===== src/rtl/stpr_pkg.sv =====
// ----------------------------------------------------------------------------
// stpr_pkg
// Shared constants, word types and register codes for the trapezoid ramp
// step pulser.
// ----------------------------------------------------------------------------
package stpr_pkg;

  localparam int STEP_COUNT_BITS = 16;
  localparam int PERIOD_BITS     = 16;

  localparam int STEP_TOTAL_W = 16;
  localparam int HALF_W       = 16;
  localparam int RAMP_W       = 8;
  localparam int CFG_IDX_W    = 2;
  localparam int CFG_DATA_W   = 16;
  localparam int WIDE_W       = 33;

  localparam logic [WIDE_W-1:0] COUNT_MAX  = (WIDE_W'(1) << STEP_COUNT_BITS) - WIDE_W'(1);
  localparam logic [WIDE_W-1:0] PERIOD_MAX = (WIDE_W'(1) << PERIOD_BITS) - WIDE_W'(1);

  localparam logic [HALF_W-1:0] START_HALF_RST = 16'd2000;
  localparam logic [HALF_W-1:0] MIN_HALF_RST   = 16'd500;
  localparam logic [RAMP_W-1:0] RAMP_INC_RST   = 8'd5;

  localparam int ACCEL_SHIFT = 2;

  typedef enum logic [CFG_IDX_W-1:0] {
    CFG_START_HALF = 2'd0,
    CFG_MIN_HALF   = 2'd1,
    CFG_RAMP_INC   = 2'd2
  } cfg_index_t;

  typedef enum logic {
    FUNC_TICK  = 1'b0,
    FUNC_START = 1'b1
  } func_t;

  typedef struct packed {
    logic                    func;
    logic [STEP_TOTAL_W-1:0] step_total;
  } in_word_t;

  typedef struct packed {
    logic step_level;
    logic busy_res;
    logic move_done;
  } out_word_t;

  typedef struct packed {
    logic [HALF_W-1:0] start_half_period;
    logic [HALF_W-1:0] min_half_period;
    logic [RAMP_W-1:0] ramp_increment;
  } cfg_t;

endpackage


===== src/rtl/stepper_trapezoid_ramp_pulser.sv =====
// ----------------------------------------------------------------------------
// stepper_trapezoid_ramp_pulser
// Step pulse generator with a trapezoidal speed profile.
//
// Each input word is either a start command carrying the step count or one
// time tick. Every input word yields exactly one result word: the step pin
// level, the busy flag and a move-done flag on the word ending the move.
// The result is valid in the cycle after input accept; one word is taken
// per cycle, set by the single result register behind the update logic.
// A new word is taken while a result is pending as long as the receiver
// does not stall; when out_stall holds the pending result, in_stall rises
// and the input side waits. Reset clears the move state, sets the
// half-period to the start value and loads the register defaults
// (start 2000, minimum 500, ramp 5). The configuration port is always
// ready; write it only while no move word is in flight.
// ----------------------------------------------------------------------------
module stepper_trapezoid_ramp_pulser (
  input  logic                             clk,
  input  logic                             rst_n,
  input  logic                             in_valid,
  output logic                             in_stall,
  input  stpr_pkg::in_word_t               in_word,
  output logic                             out_valid,
  input  logic                             out_stall,
  output stpr_pkg::out_word_t              out_word,
  input  logic                             cfg_valid,
  output logic                             cfg_ready,
  input  logic [stpr_pkg::CFG_IDX_W-1:0]   cfg_index,
  input  logic [stpr_pkg::CFG_DATA_W-1:0]  cfg_data
);

  stpr_pkg::cfg_t cfg;

  assign cfg_ready = 1'b1;

  stpr_cfg_regs u_cfg_regs (
    .clk       (clk),
    .rst_n     (rst_n),
    .cfg_valid (cfg_valid),
    .cfg_index (cfg_index),
    .cfg_data  (cfg_data),
    .cfg_o     (cfg)
  );

  stpr_core u_core (
    .clk       (clk),
    .rst_n     (rst_n),
    .cfg       (cfg),
    .in_valid  (in_valid),
    .in_stall  (in_stall),
    .in_word   (in_word),
    .out_valid (out_valid),
    .out_stall (out_stall),
    .out_word  (out_word)
  );

endmodule


===== src/rtl/stpr_cfg_regs.sv =====
// ----------------------------------------------------------------------------
// stpr_cfg_regs
// Configuration register file: start and minimum half-period, ramp step.
// ----------------------------------------------------------------------------
module stpr_cfg_regs (
  input  logic                                clk,
  input  logic                                rst_n,
  input  logic                                cfg_valid,
  input  logic [stpr_pkg::CFG_IDX_W-1:0]      cfg_index,
  input  logic [stpr_pkg::CFG_DATA_W-1:0]     cfg_data,
  output stpr_pkg::cfg_t                      cfg_o
);

  stpr_pkg::cfg_t cfg_r;
  stpr_pkg::cfg_t cfg_nxt;

  always_comb begin
    cfg_nxt = cfg_r;
    if (cfg_valid) begin
      unique case (cfg_index)
        stpr_pkg::CFG_START_HALF: cfg_nxt.start_half_period = cfg_data;
        stpr_pkg::CFG_MIN_HALF:   cfg_nxt.min_half_period   = cfg_data;
        stpr_pkg::CFG_RAMP_INC:   cfg_nxt.ramp_increment    =
                                    cfg_data[stpr_pkg::RAMP_W-1:0];
        default:                  cfg_nxt = cfg_r;
      endcase
    end
  end

  always_ff @(posedge clk) begin
    if (!rst_n) begin
      cfg_r.start_half_period <= stpr_pkg::START_HALF_RST;
      cfg_r.min_half_period   <= stpr_pkg::MIN_HALF_RST;
      cfg_r.ramp_increment    <= stpr_pkg::RAMP_INC_RST;
    end else begin
      cfg_r <= cfg_nxt;
    end
  end

  assign cfg_o = cfg_r;

endmodule


===== src/rtl/stpr_core.sv =====
// ----------------------------------------------------------------------------
// stpr_core
// Move state, per-word pulse timing and ramp update, with the result register.
// ----------------------------------------------------------------------------
module stpr_core (
  input  logic                 clk,
  input  logic                 rst_n,
  input  stpr_pkg::cfg_t       cfg,
  input  logic                 in_valid,
  output logic                 in_stall,
  input  stpr_pkg::in_word_t   in_word,
  output logic                 out_valid,
  input  logic                 out_stall,
  output stpr_pkg::out_word_t  out_word
);

  localparam int SCB = stpr_pkg::STEP_COUNT_BITS;
  localparam int PB  = stpr_pkg::PERIOD_BITS;
  localparam int WW  = stpr_pkg::WIDE_W;
  localparam logic [PB-1:0] HALF_RST =
    (WW'(stpr_pkg::START_HALF_RST) > stpr_pkg::PERIOD_MAX) ?
      PB'(stpr_pkg::PERIOD_MAX) : PB'(stpr_pkg::START_HALF_RST);

  logic           running_r,   running_nxt;
  logic           pulse_r,     pulse_nxt;
  logic [SCB-1:0] step_r,      step_nxt;
  logic [SCB-1:0] length_r,    length_nxt;
  logic [PB-1:0]  half_r,      half_nxt;
  logic [PB-1:0]  phase_r,     phase_nxt;
  logic           out_valid_r, out_valid_nxt;
  stpr_pkg::out_word_t out_word_r, out_word_nxt;

  logic           accept;
  logic           done;
  logic [SCB-1:0] n_sat;
  logic [PB-1:0]  start_sat;
  logic [SCB-1:0] accel;
  logic [SCB-1:0] step_inc;
  logic [PB-1:0]  phase_inc;
  logic [WW-1:0]  half_w;
  logic [WW-1:0]  inc_w;
  logic [WW-1:0]  sum_w;
  logic [PB-1:0]  half_dec;
  logic [PB-1:0]  half_up;

  assign in_stall = out_valid_r && out_stall;
  assign accept   = in_valid && !in_stall;

  always_comb begin
    n_sat = (WW'(in_word.step_total) > stpr_pkg::COUNT_MAX) ?
              SCB'(stpr_pkg::COUNT_MAX) : SCB'(in_word.step_total);
    start_sat = (WW'(cfg.start_half_period) > stpr_pkg::PERIOD_MAX) ?
                  PB'(stpr_pkg::PERIOD_MAX) : PB'(cfg.start_half_period);
    accel     = length_r >> stpr_pkg::ACCEL_SHIFT;
    step_inc  = step_r + SCB'(1);
    phase_inc = phase_r + PB'(1);
    half_w    = WW'(half_r);
    inc_w     = WW'(cfg.ramp_increment);
    sum_w     = half_w + inc_w;
    half_dec  = (half_w > inc_w + WW'(1)) ? PB'(half_w - inc_w) : PB'(1);
    half_up   = (sum_w > stpr_pkg::PERIOD_MAX) ? PB'(stpr_pkg::PERIOD_MAX) : PB'(sum_w);

    running_nxt = running_r;
    pulse_nxt   = pulse_r;
    step_nxt    = step_r;
    length_nxt  = length_r;
    half_nxt    = half_r;
    phase_nxt   = phase_r;
    done        = 1'b0;

    if (in_word.func == stpr_pkg::FUNC_START) begin
      if (!running_r) begin
        if (n_sat == '0) begin
          pulse_nxt = 1'b0;
          done      = 1'b1;
        end else begin
          running_nxt = 1'b1;
          pulse_nxt   = 1'b1;
          phase_nxt   = '0;
          step_nxt    = '0;
          length_nxt  = n_sat;
          half_nxt    = start_sat;
        end
      end
    end else if (running_r) begin
      phase_nxt = phase_inc;
      if (phase_inc >= half_r) begin
        phase_nxt = '0;
        if (pulse_r) begin
          pulse_nxt = 1'b0;
        end else begin
          if (step_r < accel && half_w > WW'(cfg.min_half_period)) begin
            half_nxt = half_dec;
          end else if (step_r > length_r - accel &&
                       half_w < WW'(cfg.start_half_period)) begin
            half_nxt = half_up;
          end
          step_nxt = step_inc;
          if (step_inc >= length_r) begin
            running_nxt = 1'b0;
            done        = 1'b1;
          end else begin
            pulse_nxt = 1'b1;
          end
        end
      end
    end

    out_word_nxt.step_level = pulse_nxt;
    out_word_nxt.busy_res   = running_nxt;
    out_word_nxt.move_done  = done;

    out_valid_nxt = accept || (out_valid_r && out_stall);
  end

  always_ff @(posedge clk) begin
    if (!rst_n) begin
      running_r   <= 1'b0;
      pulse_r     <= 1'b0;
      step_r      <= '0;
      length_r    <= '0;
      half_r      <= HALF_RST;
      phase_r     <= '0;
      out_valid_r <= 1'b0;
    end else begin
      out_valid_r <= out_valid_nxt;
      if (accept) begin
        running_r <= running_nxt;
        pulse_r   <= pulse_nxt;
        step_r    <= step_nxt;
        length_r  <= length_nxt;
        half_r    <= half_nxt;
        phase_r   <= phase_nxt;
      end
    end
  end

  always_ff @(posedge clk) begin
    if (accept) begin
      out_word_r <= out_word_nxt;
    end
  end

  assign out_valid = out_valid_r;
  assign out_word  = out_word_r;

endmodule


===== config.mk =====
export PLATFORM = sky130hd
export DESIGN_NAME = stepper_trapezoid_ramp_pulser
export DESIGN_NICKNAME = d
export VERILOG_FILES = /design/src/rtl/stpr_pkg.sv /design/src/rtl/stepper_trapezoid_ramp_pulser.sv /design/src/rtl/stpr_cfg_regs.sv /design/src/rtl/stpr_core.sv
export SDC_FILE = /design/constraint.sdc
export NUM_CORES = 1
export LEC_CHECK = 0
export BUFFER_PORTS_ARGS = -buffer_cell sky130_fd_sc_hd__buf_2
export CAP_MARGIN = 40
export CORE_MARGIN = 2
export CORE_UTILIZATION = 60
export DETAILED_ROUTE_END_ITERATION = 8
export PLACE_DENSITY_LB_ADDON = 0.12
export SETUP_SLACK_MARGIN = 0.5
export SLEW_MARGIN = 10
export SYNTH_ARGS = -nofsm -noshare
export SYNTH_HDL_FRONTEND = slang
export SYNTH_HIERARCHICAL = 1
export SYNTH_SLANG_ARGS = --single-unit

===== constraint.sdc =====
create_clock -name clk -period 9.75 [get_ports clk]
set_input_delay 0.975 -clock clk [delete_from_list [all_inputs] [get_ports clk]]
set_output_delay 0.975 -clock clk [all_outputs]
set_load 0.02 [all_outputs]

==> flow_metrics.tcl <==
set metrics [dict create \
    fin_crit_sh_pct 51.8 \
    ys_ff_latch 110 \
    synth_top_family_by_area "simple AND/OR/NAND/NOR gates" \
    cts_tree "done" \
    clock_path_buffers 2 \
    cp_data_required_time_ns 9.96 \
    period_minus_slack_ns 5.06 \
    p_per_area_nw_per_um2 117 \
    fillers 1409 \
    max_freq_mhz 198 \
    status "finished, final reports clean" \
    drtIter0Drc 471 \
    seq_area_um2 2230 \
    dr_total_vias 8516 \
    grt_pass1_vias 7989 \
    setup_viol 0 \
    slew_violations 0 \
    end_kind "flop" \
    worst_setup_path_start_kind "flop" \
    maxSlewHeadroom_pct 51.1 \
    finalHoldViolations 0 \
    crit_arrival_ns 5.27 \
    wl_um 23800 \
    synthTopCellsByArea "dfxtp_1, ha_1, a21oi_1" \
    clockRootBuffer "clkbuf_16" \
    grt_usage_pct 28.7 \
    die_y_um 130 \
    ir_worst_vdd_uv 97.1 \
    synth_nets 1356 \
    n_antenna_cell 0 \
    drt_first_pass_iters 5 \
    vias_per_cell 6.01 \
    clk_latency_ns 0.37 \
    cts_buffers 9 \
    htree_levels 3 \
    drive_gt1_share_pct 8.33 \
    chipWidth_um 130 \
    hpwl_um 17800 \
    grt_max_degree 77 \
    yosys.area_share.adder_pct 18.2 \
    routedWlPerCell_um 16.8 \
    netlist_instances 1179 \
    clk_pin_slew_ns 0.08 \
    fin_ws_ns 4.69 \
    pre_cts_ws_ns 4.85 \
    synth-main-ff-cell "dfxtp_1" \
    synth-compound-area-share_pct 20.9 \
    gr-total-overflow 0 \
    numPortBuffers 44 \
    synthArstFlopShare_pct 0 \
    grt_pass1_wl_um 38700 \
    drc_errors 0 \
    cp_max_fo 31 \
    syn_area_per_cell_um2 8.07 \
    fin_cells 1416 \
    hold_buffers 0 \
    io_pins 46 \
    synth.mux.area_fraction_pct 4.42 \
    leakage_nw 4.52 \
    grt_setup_unrepaired "false" \
    final_util_pct 64.7 \
    hold_depth 2 \
    skew_ns 0.0124 \
    area_growth_pct 6.76 \
    cts_sinks 110 \
    yosysTopAreaCellShare_pct 22.5 \
    multi_input_area_um2 6630 \
    synth_seq_area_share_pct 23.5 \
    syn_area_um2 9520 \
    synthSimpleGateAreaFrac_pct 21.0 \
    min_path_type "reg -> reg" \
    gp_congestion 0.899 \
    die_area_um2 16900 \
    rows 46 \
    path_class "reg -> reg" \
    rr_worst_depth 20 \
    synth_edf_count 3 \
    yosysTopAreaCell "dfxtp_1" \
    core_area_um2 15700 \
    antenna_found_initial 0 \
    tns_ns 0 \
    yosysUniqueCellTypes 83 \
    synth_common_cells "ha_1, nand2_1, dfxtp_1" \
    cts_resized 0 \
    yosysWarnings 6 \
    placed_cells 1400 \
    drv_cap 0 \
    tightest_slew_ns 0.726 \
    cts_setup_buffers 0 \
    fin_nets 1372 \
    initial_core_util_pct 60.6 \
    ant_nets 0 \
    synthXorXnorAreaFrac_pct 4.88 \
]
area by class of cell:
cell class                 instances  share of cell area [%]
multi-input combinational        913                    65.2
clock buffer                      11                    2.49
sequential                       110                    22.0
tap                              216                    2.66
clock inverter                     5                   0.640
timing repair buffer              54                    3.05
inverter                         107                    3.95
cell families (layout without fill, tap and decap cells):
kind of cell | count (synthesis) | count (layout)
simple gates | 386 | 386
compound gates | 294 | 294
buf+inv | 156 | 177
fa+ha+maj | 137 | 137
flops | 110 | 110
xor+xnor | 53 | 53
mux | 42 | 42
other cells | 1 | 1
critical path: stages (launching register included):
cell and delay (ns):
dfxtp_1 0.40, ha_1 0.17, inv_1 0.05, fa_1 0.39, a21o_1 0.18, a21oi_1 0.25
o21ba_2 0.18, o21ai_0 0.20, a211o_1 0.36, a31o_2 0.24, a21oi_1 0.17, xnor2_1 0.09
ha_1 0.30, nand3_1 0.11, nor3_1 0.28, nand3_1 0.14, o311ai_0 0.35, nand4b_1 0.19
a31o_4 0.40, a211oi_1 0.33, a221oi_2 0.09
sequential cells by signal (all words and copies together), names as in the netlist:
name              count
u_cfg_regs/cfg_o     40
u_core/half_r        16
u_core/length_r      16
u_core/phase_r       16
u_core/step_r        16
u_core/out_word       3
u_core/out_valid      1
u_core/pulse_r        1
u_core/running_r      1
per-stage QoR:
step / cell area [um2] / hold slack, ns / total power, mW
after floorplan: 9520 / 0.435 / 0.722
after global placement: 9810 / 0.443 / 0.790
after detailed placement: 9840 / 0.451 / 0.797
after CTS: 10200 / 0.462 / 1.20
after global routing: 10200 / 0.473 / 1.25
final: 10200 / 0.461 / 1.19
routing by layer:
layer  up-vias  wire [um]  track usage, %
met3        38        905            4.76
met2       197      11900            52.3
li1       4276          -               -
met5         -          0               0
met4         0        587            9.36
met1      4005      10400            34.3
cells in the final DEF, fill, tap and decap left out, types with 16 or more instances in the layout:
cell	instances
a21oi_1	103
inv_1	105
mux2i_1	42
and3_1	17
buf_2	44
nand3b_1	18
a21o_1	17
nor2_1	49
dfxtp_1	107
ha_1	134
xnor2_1	27
xor2_1	26
nor3_1	18
nand4_1	19
a211oi_1	16
nand3_1	33
nand2_1	134
o21ai_0	44
nor2b_1	28
report_power, final:
group / switching, mW / internal [mW] / total (mW)
logic: 0.183 / 0.126 / 0.309
clock network: 0.185 / 0.217 / 0.401
registers: 0.0183 / 0.465 / 0.483
total: 0.386 / 0.807 / 1.19
path summary, 6_finish.rpt:
path / slack (ns) / from / to
max: 4.69 / u_core/length_r[2] / u_core/half_r[1]
min: 0.46 / u_cfg_regs/cfg_o[17] / u_cfg_regs/cfg_o[17]
max reg2reg: 4.69 / u_core/length_r[2] / u_core/half_r[1]
min reg2reg: 0.46 / u_cfg_regs/cfg_o[17] / u_cfg_regs/cfg_o[17]
Power figures use the tool's default switching activity.
